### config.mk
export PLATFORM = sky130hd
export DESIGN_NAME = keypad_duty_pwm_unit
export DESIGN_NICKNAME = d
export VERILOG_FILES = /design/src/rtl/core/kdp_pkg.sv /design/src/rtl/core/keypad_duty_pwm_unit.sv
export SDC_FILE = /design/constraint.sdc
export NUM_CORES = 1
export LEC_CHECK = 0
export BUFFER_PORTS_ARGS = -buffer_cell sky130_fd_sc_hd__buf_4
export CORE_MARGIN = 2
export CORE_UTILIZATION = 68
export CTS_CLUSTER_DIAMETER = 120
export DETAILED_ROUTE_END_ITERATION = 6
export PLACE_DENSITY = 0.95
export SYNTH_ARGS = -nofsm -noshare
export SYNTH_HDL_FRONTEND = slang
export SYNTH_SLANG_ARGS = --single-unit
export TNS_END_PERCENT = 10
### constraint.sdc
create_clock -name clk -period 13.38 [get_ports clk]
set_input_delay 2.676 -clock clk [delete_from_list [all_inputs] [get_ports clk]]
set_output_delay 2.676 -clock clk [all_outputs]
set_load 0.02 [all_outputs]
### src/rtl/core/kdp_pkg.sv
// ----------------------------------------------------------------------------
// kdp_pkg
// Shared types, constants and the keypad decode for the keypad duty PWM unit.
// ----------------------------------------------------------------------------
package kdp_pkg;

    // Field widths.
    localparam int TOP_W   = 16;
    localparam int SCALE_W = 10;
    localparam int DUTY_W  = 7;
    localparam int CMP_W   = 17;
    localparam int IDX_W   = 8;
    localparam int DATA_W  = 16;

    // Operation codes.
    localparam logic OP_TICK = 1'b0;
    localparam logic OP_KEY  = 1'b1;

    // Configuration register indexes.
    localparam logic [IDX_W-1:0] CFG_PWM_TOP       = 8'd0;
    localparam logic [IDX_W-1:0] CFG_COMPARE_SCALE = 8'd1;

    // Reset values of the configuration registers.
    localparam logic [TOP_W-1:0]   PWM_TOP_RESET       = 16'd1000;
    localparam logic [SCALE_W-1:0] COMPARE_SCALE_RESET = 10'd10;

    // Duty limits and key codes.
    localparam logic [DUTY_W-1:0] DUTY_FULL = 7'd100;
    localparam logic [3:0]        KEY_STAR  = 4'd12;

    typedef struct packed {
        logic       opcode;
        logic [1:0] key_row;
        logic [1:0] key_col;
    } kdp_in_t;

    typedef struct packed {
        logic              pwm_out;
        logic [DUTY_W-1:0] duty_percent;
        logic [DUTY_W-1:0] entry_value;
        logic              committed;
    } kdp_out_t;

    // Decoded key: whether it is a digit and which one.
    typedef struct packed {
        logic       is_digit;
        logic [3:0] digit;
    } kdp_key_t;

    // Keypad map 1 2 3 A / 4 5 6 B / 7 8 9 C / * 0 # D.
    function automatic kdp_key_t key_decode(input logic [3:0] idx);
        kdp_key_t k;
        k.is_digit = 1'b1;
        k.digit    = 4'd0;
        unique case (idx)
            4'd0:    k.digit = 4'd1;
            4'd1:    k.digit = 4'd2;
            4'd2:    k.digit = 4'd3;
            4'd4:    k.digit = 4'd4;
            4'd5:    k.digit = 4'd5;
            4'd6:    k.digit = 4'd6;
            4'd8:    k.digit = 4'd7;
            4'd9:    k.digit = 4'd8;
            4'd10:   k.digit = 4'd9;
            4'd13:   k.digit = 4'd0;
            default: k.is_digit = 1'b0;
        endcase
        return k;
    endfunction

endpackage

### src/rtl/core/keypad_duty_pwm_unit.sv
// ----------------------------------------------------------------------------
// keypad_duty_pwm_unit
// PWM duty controller whose duty percent is typed in on a 4x4 keypad.
// ----------------------------------------------------------------------------
//
//  Channel  Signals                         Direction  Moves
//  in       in_valid, in_ready, in_data     sink       tick or key press
//  out      out_valid, out_ready, out_data  source     PWM level and status
//  cfg      cfg_valid, cfg_ready, cfg_index sink       register write
//           cfg_data
//
//  One item per cycle: state and result are computed combinationally from the
//  accepted item and land in the output register at the accepting edge.
//  A new item is taken whenever the output register is empty or its result
//  is taken in the same cycle; a stalled output holds off the input only.
//  The configuration port is always ready. Reset clears the working state and
//  the output valid flag and loads the register defaults (top 1000, scale 10).
//
module keypad_duty_pwm_unit
    import kdp_pkg::*;
(
    input  logic                clk,
    input  logic                rst_n,
    input  logic                in_valid,
    output logic                in_ready,
    input  kdp_in_t             in_data,
    output logic                out_valid,
    input  logic                out_ready,
    output kdp_out_t            out_data,
    input  logic                cfg_valid,
    output logic                cfg_ready,
    input  logic [IDX_W-1:0]    cfg_index,
    input  logic [DATA_W-1:0]   cfg_data
);

    logic [TOP_W-1:0]   pwm_top_reg;
    logic [SCALE_W-1:0] compare_scale_reg;
    logic [TOP_W-1:0]   tick_count_reg, tick_count_next;
    logic [DUTY_W-1:0]  entry_accum_reg, entry_accum_next;
    logic [DUTY_W-1:0]  duty_store_reg, duty_store_next;
    logic [CMP_W-1:0]   compare_level_reg, compare_level_next;
    logic               out_valid_reg;
    kdp_out_t           out_data_reg, out_data_next;

    logic               in_xfer;
    logic [3:0]         key_idx;
    kdp_key_t           key;
    logic [10:0]        entry_times_ten;
    logic               commit;

    assign in_ready  = !out_valid_reg || out_ready;
    assign in_xfer   = in_valid && in_ready;
    assign cfg_ready = 1'b1;
    assign out_valid = out_valid_reg;
    assign out_data  = out_data_reg;

    assign key_idx = {in_data.key_row, in_data.key_col};
    assign key     = key_decode(key_idx);
    assign entry_times_ten = {4'd0, entry_accum_reg} * 11'd10 + {7'd0, key.digit};

    // Next state for one item.
    always_comb
    begin
        tick_count_next    = tick_count_reg;
        entry_accum_next   = entry_accum_reg;
        duty_store_next    = duty_store_reg;
        compare_level_next = compare_level_reg;
        commit             = 1'b0;
        if (in_data.opcode == OP_TICK)
        begin
            // Counter wraps to zero at or above top.
            if (tick_count_reg >= pwm_top_reg)
            begin
                tick_count_next = '0;
            end
            else
            begin
                tick_count_next = tick_count_reg + 1'b1;
            end
        end
        else if (key_idx == KEY_STAR)
        begin
            // Commit the entry, full duty maps to one past top.
            commit           = 1'b1;
            entry_accum_next = '0;
            if (entry_accum_reg >= DUTY_FULL)
            begin
                duty_store_next    = DUTY_FULL;
                compare_level_next = {1'b0, pwm_top_reg} + 17'd1;
            end
            else
            begin
                duty_store_next    = entry_accum_reg;
                compare_level_next = CMP_W'({10'd0, entry_accum_reg}
                                            * {7'd0, compare_scale_reg});
            end
        end
        else if (key.is_digit)
        begin
            // Decimal entry saturating at full duty.
            if (entry_times_ten > {4'd0, DUTY_FULL})
            begin
                entry_accum_next = DUTY_FULL;
            end
            else
            begin
                entry_accum_next = entry_times_ten[DUTY_W-1:0];
            end
        end
    end

    // Result of the item.
    always_comb
    begin
        out_data_next.pwm_out      = ({1'b0, tick_count_next} < compare_level_next);
        out_data_next.duty_percent = duty_store_next;
        out_data_next.entry_value  = entry_accum_next;
        out_data_next.committed    = commit;
    end

    // Configuration registers.
    always_ff @(posedge clk or negedge rst_n)
    begin
        if (!rst_n)
        begin
            pwm_top_reg       <= PWM_TOP_RESET;
            compare_scale_reg <= COMPARE_SCALE_RESET;
        end
        else if (cfg_valid)
        begin
            if (cfg_index == CFG_PWM_TOP)
            begin
                pwm_top_reg <= cfg_data[TOP_W-1:0];
            end
            else if (cfg_index == CFG_COMPARE_SCALE)
            begin
                compare_scale_reg <= cfg_data[SCALE_W-1:0];
            end
        end
    end

    // Working state, updated on each input transfer.
    always_ff @(posedge clk or negedge rst_n)
    begin
        if (!rst_n)
        begin
            tick_count_reg    <= '0;
            entry_accum_reg   <= '0;
            duty_store_reg    <= '0;
            compare_level_reg <= '0;
        end
        else if (in_xfer)
        begin
            tick_count_reg    <= tick_count_next;
            entry_accum_reg   <= entry_accum_next;
            duty_store_reg    <= duty_store_next;
            compare_level_reg <= compare_level_next;
        end
    end

    // Output register valid flag.
    always_ff @(posedge clk or negedge rst_n)
    begin
        if (!rst_n)
        begin
            out_valid_reg <= 1'b0;
        end
        else if (in_xfer)
        begin
            out_valid_reg <= 1'b1;
        end
        else if (out_ready)
        begin
            out_valid_reg <= 1'b0;
        end
    end

    // Output payload.
    always_ff @(posedge clk)
    begin
        if (in_xfer)
        begin
            out_data_reg <= out_data_next;
        end
    end

endmodule

**After elaboration in Yosys (flattened, before gate mapping)**

Index checks and enable logic that the tools add are counted.

- Bits in registers: 90
- Latch bits: 0
- Memory bits (writable): 0
- ROM bits: 0
- Input bits: 34
- Output and inout bits: 19
- Word-level logic and storage cells: 58
- Memories kept: 0

- Add/sub/neg operators: 3
- Multiply operators: 2
- Divide/modulo/power cells: 0
- $lt $le $gt $ge: 4
- Eq/ne operators: 11
- Shifts and indexed selects: 0
- Mux-type cells: 17
- Bitwise gates (word level): 1
- Reductions and logical operators: 9

Operators by type and width:

| cell | count |
|---|---|
| 17-bit two-way mux | 3 |
| 7-bit two-way mux | 7 |
| 4-bit one-hot mux with 9 select lines | 1 |
| 16-bit two-way mux | 2 |
| 4-bit == test (second input constant) | 5 |
| 16-bit by 1-bit adder with 17-bit output (second input constant) | 1 |
| 16-bit by 17-bit < comparator with 1-bit output | 1 |
| 7-bit by 10-bit multiplier with 17-bit output | 1 |
| 16-bit by 1-bit adder with 16-bit output (second input constant) | 1 |
| 16-bit greater-or-equal comparator | 1 |
| 4-bit by 3-bit == test with 1-bit output (second input constant) | 3 |
| 11-bit by 4-bit adder with 11-bit output | 1 |
| 11-bit by 7-bit > comparator with 1-bit output (second input constant) | 1 |
| 7-bit by 3-bit multiplier with 10-bit output (second input constant) | 1 |
| 10-bit OR reduction | 1 |
| 8-bit by 1-bit == test with 1-bit output (second input constant) | 1 |
| 8-bit zero test | 1 |
| 7-bit greater-or-equal comparator (second input constant) | 1 |
| 4-bit by 1-bit == test with 1-bit output (second input constant) | 1 |
| 4-bit by 2-bit == test with 1-bit output (second input constant) | 1 |
| 4-bit zero test | 1 |
| 1-bit two-way mux | 4 |
| 3-bit AND reduction | 1 |
| 2-bit AND reduction | 1 |
| other kinds (5) | 5 |

**Longest topological paths before layout**

Gate-level depths: netlist of the first run.

- Depth after elaboration: 8
- Depth in mapped cells: 26
- Mapped depth without buffers: 25

**Worst setup path after synthesis of the first run**

Ideal clock, no wire load.

- Kind: reg2reg
- From: register entry_accum_reg[6]
- To: register out_data_reg, in the netlist out_data[15], data pin
- Library setup time: 0.273 ns
- Data arrival time: 5.591 ns
- Required time: 13.107 ns
- Setup slack: 7.516 ns
- Cell stages (with the launch flop): 27
- Path buffers: 2
- Clock period less this slack: 5.864 ns
- Cell sequence: dfrtp_1 -> clkbuf_1 -> clkbuf_1 -> nand2_1 -> fa_1 -> fa_1 -> inv_1 -> fa_1 -> inv_1 -> fa_1 -> inv_1 -> ha_1 -> o21ai_0 -> o21ai_1 -> a31oi_1 -> o21ai_1 -> xnor2_1 -> mux2i_1 -> mux2i_1 -> ha_1 -> nand2_1 -> nor3_1 -> nand3_1 -> o31ai_1 -> a311oi_1 -> o41ai_1 -> o211ai_1

RTL lines:

| element | line | text |
|---|---|---|
| start: declaration | keypad_duty_pwm_unit.sv:39 | `logic [DUTY_W-1:0] entry_accum_reg, entry_accum_next;` |
| start signal: assignment | keypad_duty_pwm_unit.sv:155 | `entry_accum_reg <= entry_accum_next;` |
| end signal: assignment | keypad_duty_pwm_unit.sv:183 | `out_data_reg <= out_data_next;` |
| end: declaration | keypad_duty_pwm_unit.sv:43 | `kdp_out_t out_data_reg, out_data_next;` |

==> run metrics, run 1 <==
Num CTS Buffers 9; Critical Path RT 13,450 ps; Final Skew 10.96 ps; mux cell area share after synthesis 4.572%; outcome completed; die area 13,090 sq um; Slowest cell on crit path dfrtp_1; VDD IR-drop max 71.34 uV; Final period util 48.02%; Post-Syn Instances 942; Largest register FFs 17; Slew HR 36.09%; placement row count 40; vias in the first global route 7,106; final instance area 9027 sq um; main combinational cell family by area after synthesis adder cells; Seq/Total Area, Yosys 28.25%; boundary pin count 53; setup TNS 0 ps; number of remaining DRC errors 0; Die Span Y 114.4 um; Mapped Nets 1,098; Filler Cell Count 816; Yosys top cell by area dfrtp_1; CTS Buffer Depth 2; final count of hold timing violations 0; most common cell after layout, fill and taps aside nand2_1; ys flop type dfrtp_1; synth warn 0; top post-synthesis cells by area dfrtp_1, ha_1, fa_1; WL final 20,330 um; first-pass GRT wire length 34,150 um; post-layout min period 6425 ps; Buf+Inv Stages, Crit Path 3; Final GP Congestion 0.9876; share of the synthesized area in the top cell type 19.92%; Port Buffers 51; reported max-cap violation count 0; EDFF count, synth 16; Post-Synth XOR/XNOR Area 4.648%; Crit. End Element flop; CTS resizes 0; endpoints failing setup 0; post-CTS setup buffer count 0; Skew-Pair Late Insertion Delay 350 ps; Starting DRT DRC Count 601; Synth Cell Area 8292 sq um; Synth cell types 72; die width 114.4 um; final hold slack 478.9 ps; H-tree Lvls 3; CP Class reg2reg; slew at the pin closest to its max-slew limit 956.3 ps; final-stage net count 1,132; Hold-fix buffers, CTS 0; asr flop ratio synth 82.22%; Worst-path clk slew 70 ps; post-synthesis compound-gate area fraction 15.74%; placed cell areas 8765 sq um; share of cells above drive strength 1 11.93%; initial antenna violation count 0; DR vias/cell 6.268; Crit Path Max Fanout 17; simple-gate share of the synthesized area 19.10%; largest net degree at the start of global routing 75; vias 7,070; most frequent cell on the critical path fa_1; most frequent cells in the layout nand2_1, inv_1, ha_1; Data arrival, critical path 6500 ps; Largest stage delay, worst path 740 ps; multi-input logic area 5499 sq um; GRT overflow 0; RSZ-0062 raised after global routing no; root buffer cell clkbuf_16; CTS tree yes; Max Fclk 155.6 MHz; delay-heaviest family, CP adder cells; Post-DRT Antenna Nets 0; initial core utilization 69.32%; CP Cell Sequence nand2_1, fa_1, fa_1, inv_1, fa_1, inv_1, fa_1, inv_1, ha_1, o21ai_0, o21ai_1, a31oi_1, o21ai_1, xnor2_1, mux2i_1, mux2i_1, ha_1, nand2_1, nor3_1, nand3_1, o31ai_1, a311oi_1, o41ai_1, o211ai_1; FF+latch count, synth 90; Sequential Area 2342 sq um; crit path launch type flop; core area 11,960 sq um; drt first pass iters 5; CTS Sinks 90; antenna diode count 0; P_leak 4.329 nW; Adder-Cell Fraction of Synth Area 22.12%; P per Cell Area 95.62 nW/um^2; area grow syn2layout 8.873%; hold crit path type reg2reg; syn avg cell area 8.802 sq um; routed length per instance 18.03 um; Slew Viols, Final 0; Tot GR Track Use 33.22%; hpwl dp 15,530 um
==> power breakdown <==
part / switching, W / leakage, nW / internal, W / total [W]
Sequential: 0.0000389 / 1.08 / 0.000316 / 0.000355
Combinational: 0.000161 / 3.13 / 0.000114 / 0.000275
Clock: 0.000108 / 0.127 / 0.000125 / 0.000234
Total: 0.000308 / 4.33 / 0.000555 / 0.000863
==> kinds of logic (layout without fill, tap and decap cells) <==
family | count (synthesis) | after routing
AO/OA/AOI/OAI | 209 | 209
XOR/XNOR | 44 | 44
adder cells (fa/ha/maj) | 122 | 122
buffers and inverters | 118 | 157
flip-flops | 90 | 90
multiplexers | 35 | 35
other | 1 | 1
AND/OR/NAND/NOR | 323 | 323
==> Yosys cell counts (26+ instances only) <==
master	instances
and2_1	52
ha_1	81
nand3_1	26
dfrtp_1	66
o21ai_1	35
clkbuf_1	27
nand2_1	117
fa_1	41
inv_1	82
xnor2_1	37
o21ai_0	49
nor2_1	58
a21oi_1	42
==> worst paths after layout <==
kind / startpoint / endpoint / slack (ps) / cells after the start
worst max-delay path: entry_accum_reg[5] / out_data[15] / 6960 / 24
worst min-delay path: duty_store_reg[6] / duty_store_reg[6] / 480 / 2
worst max register to register: entry_accum_reg[5] / out_data[15] / 6960 / 24
worst min register to register: duty_store_reg[6] / duty_store_reg[6] / 480 / 2
max in group asynchronous: rst_n / compare_scale_reg[0] / 10310 / 1
min in group asynchronous: rst_n / tick_count_reg[2] / 2470 / 1
==> cell type report <==
cell class	count	area share (%)
Sequential cell	90	25.95
Timing Repair Buffer	56	4.657
Clock inverter	5	0.3326
Clock buffer	11	2.578
Multi-Input combinational cell	734	60.91
Tap cell	147	2.037
Inverter	85	3.534
==> stage by stage <==
step	total power [W]	utilization, %	worst slack [ps]	std cells
after global routing	0.0009091	75.47	6451	1128
after detailed placement	0.0006262	73.27	7042	1112
after global placement	0.0006120	73.27	7292	1112
after CTS	0.0008594	75.47	7026	1128
final	0.0008632	75.47	6955	1128
after floorplan	0.0005400	-	7516	942
==> routing by layer <==
layer	GRT usage, %	up-vias	part of all wire, %
met5	0	-	0
met4	14.47	0	3.9
met3	5.558	70	6.4
met2	55.50	276	49
met1	42.74	3399	41
li1	-	3325	-
==> worst reg2reg max path, stage by stage (launching register included) <==
cell      delay (ps)
dfrtp_1          740
nand2_1          210
fa_1             530
fa_1             560
inv_1             60
fa_1             550
inv_1             60
fa_1             520
inv_1             40
ha_1             330
o21ai_0          150
o21ai_1          150
a31oi_1          300
o21ai_1          130
xnor2_1          140
mux2i_1          180
mux2i_1          110
ha_1             290
nand2_1           60
nor3_1           330
nand3_1          150
o31ai_1          230
a311oi_1          80
o41ai_1          100
o211ai_1         140
No activity file was read; power rests on OpenSTA's default activity.
==> run 2: changes to the inputs <==
Settings changed: ABC_AREA set to 1, CORE_UTILIZATION 68 to 57, PLACE_DENSITY 0.95 to 0.87.
Clock period 13.38 ns to 5.7 ns, I/O delays scaled along.
==> run metrics, run 2 <==
number of remaining DRC errors 0; Die Span Y 126.0 um; reported max-cap violation count 0; boundary pin count 53; vias 7,688; commonest cells in the netlist nand2_1, inv_1, ha_1; outcome completed; Starting DRT DRC Count 640; Mapped Nets 1,309; Skew-Pair Late Insertion Delay 370 ps; WL final 20,710 um; Max Fclk 185.2 MHz; CTS Buffer Depth 2; Crit. End Element flop; P_leak 5.175 nW; share of the synthesized area in the top cell type 19.48%; endpoints failing setup 0; Final Power 0.002462 W; FF+latch count, synth 90; final core occ 64.75%; Num CTS Buffers 9; largest net degree at the start of global routing 75; P per Cell Area 261.7 nW/um^2; Tot GR Track Use 26.50%; VDD IR-drop max 209.7 uV; placement row count 44; crit path launch type flop; Final period util 94.73%; Post-DRT Antenna Nets 0; CP Class reg2reg; root buffer cell clkbuf_16; top post-synthesis cells by area dfrtp_1, nand2_1, ha_1; GRT overflow 0; slew at the pin closest to its max-slew limit 1146 ps; EDFF count, synth 16; final count of hold timing violations 0; routed length per instance 14.96 um; drt first pass iters 5; H-tree Lvls 3; Slew HR 23.50%; Worst-path clk slew 70 ps; antenna diode count 0; area grow syn2layout 10.98%; hold crit path type reg2reg; Filler Cell Count 1,224; initial core utilization 58.34%; most frequent cell on the critical path nand2_1; synth warn 0; Yosys top cell by area dfrtp_1; Final Skew 6.716 ps; Critical Path RT 5940 ps; asr flop ratio synth 82.22%; final-stage net count 1,351; Slew Viols, Final 0; post-layout min period 5400 ps; vias in the first global route 7,311; Largest register FFs 17; Hold-fix buffers, CTS 0; Crit Path Max Fanout 5; R2R depth 28; Data arrival, critical path 5640 ps; most common cell after layout, fill and taps aside nand2_1; CTS Sinks 90; initial antenna violation count 0; Synth Cell Area 8479 sq um; Largest stage delay, worst path 560 ps; hold depth 2; final instance area 9410 sq um; CTS tree yes; hpwl dp 15,580 um; Final GP Congestion 0.9041; placed cell areas 8992 sq um; Slowest cell on crit path dfstp_2; DR vias/cell 5.555; top-count cell post-synth nand2_1; Post-Syn Instances 1,153; core area 14,530 sq um; syn avg cell area 7.354 sq um; die width 126.0 um; die area 15,870 sq um; first-pass GRT wire length 33,990 um; Port Buffers 51; Synth cell types 55; share of cells above drive strength 1 14.08%; Seq/Total Area, Yosys 27.62%; most frequent cells in the layout nand2_1, inv_1, ha_1; ys flop type dfrtp_1
## run 2: cell types whose count changed after synthesis, moves of 13 or more
| cell | previous run | this run |
|---|---|---|
| and2_1 | 52 | 1 |
| nand2_1 | 117 | 305 |
| a21oi_1 | 42 | 56 |
| mux2_2 | 22 | 0 |
| nand3_1 | 26 | 55 |
| a211oi_1 | 14 | 1 |
| xnor2_1 | 37 | 4 |
| inv_1 | 82 | 203 |
## run 2: timing repair
item / 4_1_cts / 5_1_grt
endpoints found under the setup margin: 0 / 1
resized for setup: 0 / 24
setup buffers: 0 / 7
hold endpoints to repair: 0 / 0
## run 2: cell families after synthesis
logic type               Yosys count  synth area share [%]
adder cells (fa/ha/maj)          122                 21.63
XOR/XNOR                          17                 1.756
AO/OA/AOI/OAI                    171                 10.98
buffers and inverters            253                 11.82
flip-flops                        90                 27.62
other                              1               0.04422
AND/OR/NAND/NOR                  499                 26.15
## run 2: critical path, delay by kind of cell, from the launching register on
family / cells / cell delay [ps]
fa+ha+maj: 6 / 2650
buf+inv: 5 / 360
compound gates: 7 / 900
simple gates: 10 / 810
flops: 1 / 560
## run 2: cell type report
cell class / instances / area, sq um / share of cell area (%)
Inverter: 212 / 797.0 / 8.470
Timing Repair Buffer: 72 / 538.0 / 5.717
Clock buffer: 9 / 225.2 / 2.393
Multi-Input combinational cell: 810 / 5196 / 55.22
Tap cell: 184 / 230.2 / 2.446
Sequential cell: 90 / 2352 / 25.00
Clock inverter: 7 / 71.32 / 0.7579
## run 2: final timing paths
check / slack [ps] / from / endpoint
hold reg to reg: 490 / compare_level_reg[1] / compare_level_reg[1]
hold / removal: 490 / compare_level_reg[1] / compare_level_reg[1]
max in group asynchronous: 4100 / rst_n / entry_accum_reg[5]
min in group asynchronous: 920 / rst_n / tick_count_reg[13]
setup reg to reg: 300 / compare_scale_reg[1] / out_data[15]
setup / recovery: 300 / compare_scale_reg[1] / out_data[15]
## run 2: report_power, final
part / internal (W) / switching (W) / leakage [nW]
sequential: 0.000772 / 0.000109 / 1.08
combinational: 0.000370 / 0.000606 / 3.95
clock: 0.000309 / 0.000297 / 0.146
total: 0.00145 / 0.00101 / 5.17
## run 2: layer usage
layer	share of wire, %	routed length, um	global-route usage [%]	vias to the layer above
met3	5.8	1201	3.653	58
met4	3.0	621	10.99	0
met1	42	8725	35.45	3608
met5	0	0	0	-
met2	49	10160	43.58	278
li1	-	-	-	3744
## run 2: stage by stage
stage                     hold WS [ps]  setup TNS (ps)  worst slack (ps)  std cells
after floorplan                  441.7               0             240.4       1153
after global placement           453.9               0             269.5       1361
after detailed placement         473.3               0             172.3       1361
after CTS                        491.1               0             145.6       1377
after global routing             510.1          -73.43            -73.43       1384
final                            494.6               0             300.1       1384
==> run 3: changes to the inputs <==
Settings changed: CORE_ASPECT_RATIO set to 0.7.
==> run metrics, run 3 (synthesis gave the netlist of run 2 again) <==
DR vias/cell 5.516; Filler Cell Count 1,266; placement row count 37; WL final 21,390 um; Skew-Pair Late Insertion Delay 360 ps; hold crit path type reg2reg; initial antenna violation count 0; die area 15,880 sq um; reported max-cap violation count 0; Crit Path Max Fanout 10; Slew Viols, Final 0; first-pass GRT wire length 36,590 um; hpwl dp 16,170 um; Hold-fix buffers, CTS 0; Final Skew 11.46 ps; met2 WL 9483 um; P per Cell Area 264.0 nW/um^2; Net Sw Frac 40.95%; Port Buffers 51; CTS Buffer Depth 2; delay-heaviest family, CP adder cells; slew at the pin closest to its max-slew limit 1142 ps; clock power share 25.1%; Final GP Congestion 0.9127; H-tree Lvls 3; VDD IR-drop max 182.6 uV; Post-DRT Antenna Nets 0; Crit. End Element flop; boundary pin count 53; Logic pwr share 39.1%; Buf+Inv Stages, Crit Path 4; Max Fclk 184.4 MHz; Internal Power 0.001466 W; Largest register FFs 17; uppermost layer routed met4; drt first pass iters 6; final core occ 64.28%; Final period util 95.16%; WL met1 9656 um; number of remaining DRC errors 0; Reg power frac 35.8%; Slowest cell on crit path fa_1; CTS tree yes; Starting DRT DRC Count 838; Data arrival, critical path 5540 ps; post-layout min period 5424 ps; endpoints failing setup 0; outcome completed; routed length per instance 15.38 um; Tot GR Track Use 28.88%; core area 14,630 sq um; most frequent cells in the layout nand2_1, inv_1, ha_1; NetSw 0.001016 W; P_leak 5.164 nW; GRT overflow 0; vias 7,673; Critical Path RT 5820 ps; area grow syn2layout 10.90%; root buffer cell clkbuf_16; share of cells above drive strength 1 13.88%; CTS Sinks 90; final count of hold timing violations 0; Slew HR 23.78%; final-stage net count 1,347; CP Class reg2reg; Num CTS Buffers 9; crit path launch type flop; routed length on met3 1931 um; largest net degree at the start of global routing 75; vias in the first global route 7,639; final hold slack 477.3 ps; most common cell after layout, fill and taps aside nand2_1; die width 149.8 um; initial core utilization 57.96%; antenna diode count 0; Largest stage delay, worst path 540 ps; Worst-path clk slew 70 ps; Die Span Y 106.0 um
[run 3: worst register-to-register path, cell delays in order (launching register included)]
cell and delay [ps]:
dfrtp_2 490, nand2_1 90, inv_1 60, fa_1 530
fa_1 520, fa_1 540, inv_1 50, fa_1 520
inv_1 40, ha_2 310, a21oi_2 170, nor2_1 70
nor2_2 150, nand3_2 130, a21o_1 180, a21oi_1 130
o21ai_0 120, nand2_1 130, nand2_1 70, ha_1 290
nand4_1 130, nor2_2 140, nand4_1 80, nand3b_1 160
nand2_1 60, inv_1 30
[run 3: cell type report]
class	count	area [sq um]	share of cell area (%)
multi-input combinational	810	5192	55.22
sequential	90	2354	25.03
inverter	212	797.0	8.475
timing repair buffer	68	510.5	5.428
tap	195	244.0	2.594
clock buffer	10	239.0	2.541
clock inverter	6	67.56	0.7185
[run 3: worst paths after layout]
kind,start,endpoint,depth (start not counted),slack [ps]
setup / recovery,entry_accum_reg[3],out_data[15],25,280
hold / removal,compare_level_reg[12],compare_level_reg[12],2,480
setup reg to reg,entry_accum_reg[3],out_data[15],25,280
hold reg to reg,compare_level_reg[12],compare_level_reg[12],2,480
max in group asynchronous,rst_n,entry_accum_reg[2],1,4060
min in group asynchronous,rst_n,compare_scale_reg[9],1,920
[run 3: routing by layer]
metal,vias to the layer above,track usage (%)
li1,3734,-
met1,3572,41.37
met2,334,45.22
met5,-,0
met3,33,6.052
met4,0,6.604
[run 3: per-stage QoR]
| stage | setup TNS, ps | setup slack, ps | power (W) | cell area (sq um) | instances |
|---|---|---|---|---|---|
| finish | 0 | 276.1 | 0.002482 | 9404 | 1391 |
| global route | -37.38 | -37.38 | 0.002678 | 9404 | 1391 |
| CTS | 0 | 173.6 | 0.002449 | 9290 | 1385 |
| detailed placement | 0 | 180.4 | 0.001822 | 8984 | 1369 |
| global placement | 0 | 228.4 | 0.001785 | 8984 | 1369 |
| floorplan | 0 | 240.4 | 0.001549 | 8479 | 1153 |
[run 3: power by group through the flow]
| stage | sequential, W | combinational, W | clock (W) |
|---|---|---|---|
| finish | 0.000890 | 0.000970 | 0.000623 |
| floorplan | 0.000868 | 0.000681 | 0 |
| CTS | 0.000884 | 0.000941 | 0.000625 |
| global route | 0.000905 | 0.00111 | 0.000658 |
| detailed placement | 0.000894 | 0.000927 | 0 |
| global placement | 0.000890 | 0.000895 | 0 |
[run 3: timing repair]
item                       in CTS  in global routing
gates resized for setup         0                 22
setup endpoints to repair       0                  1
buffers inserted                0                  6
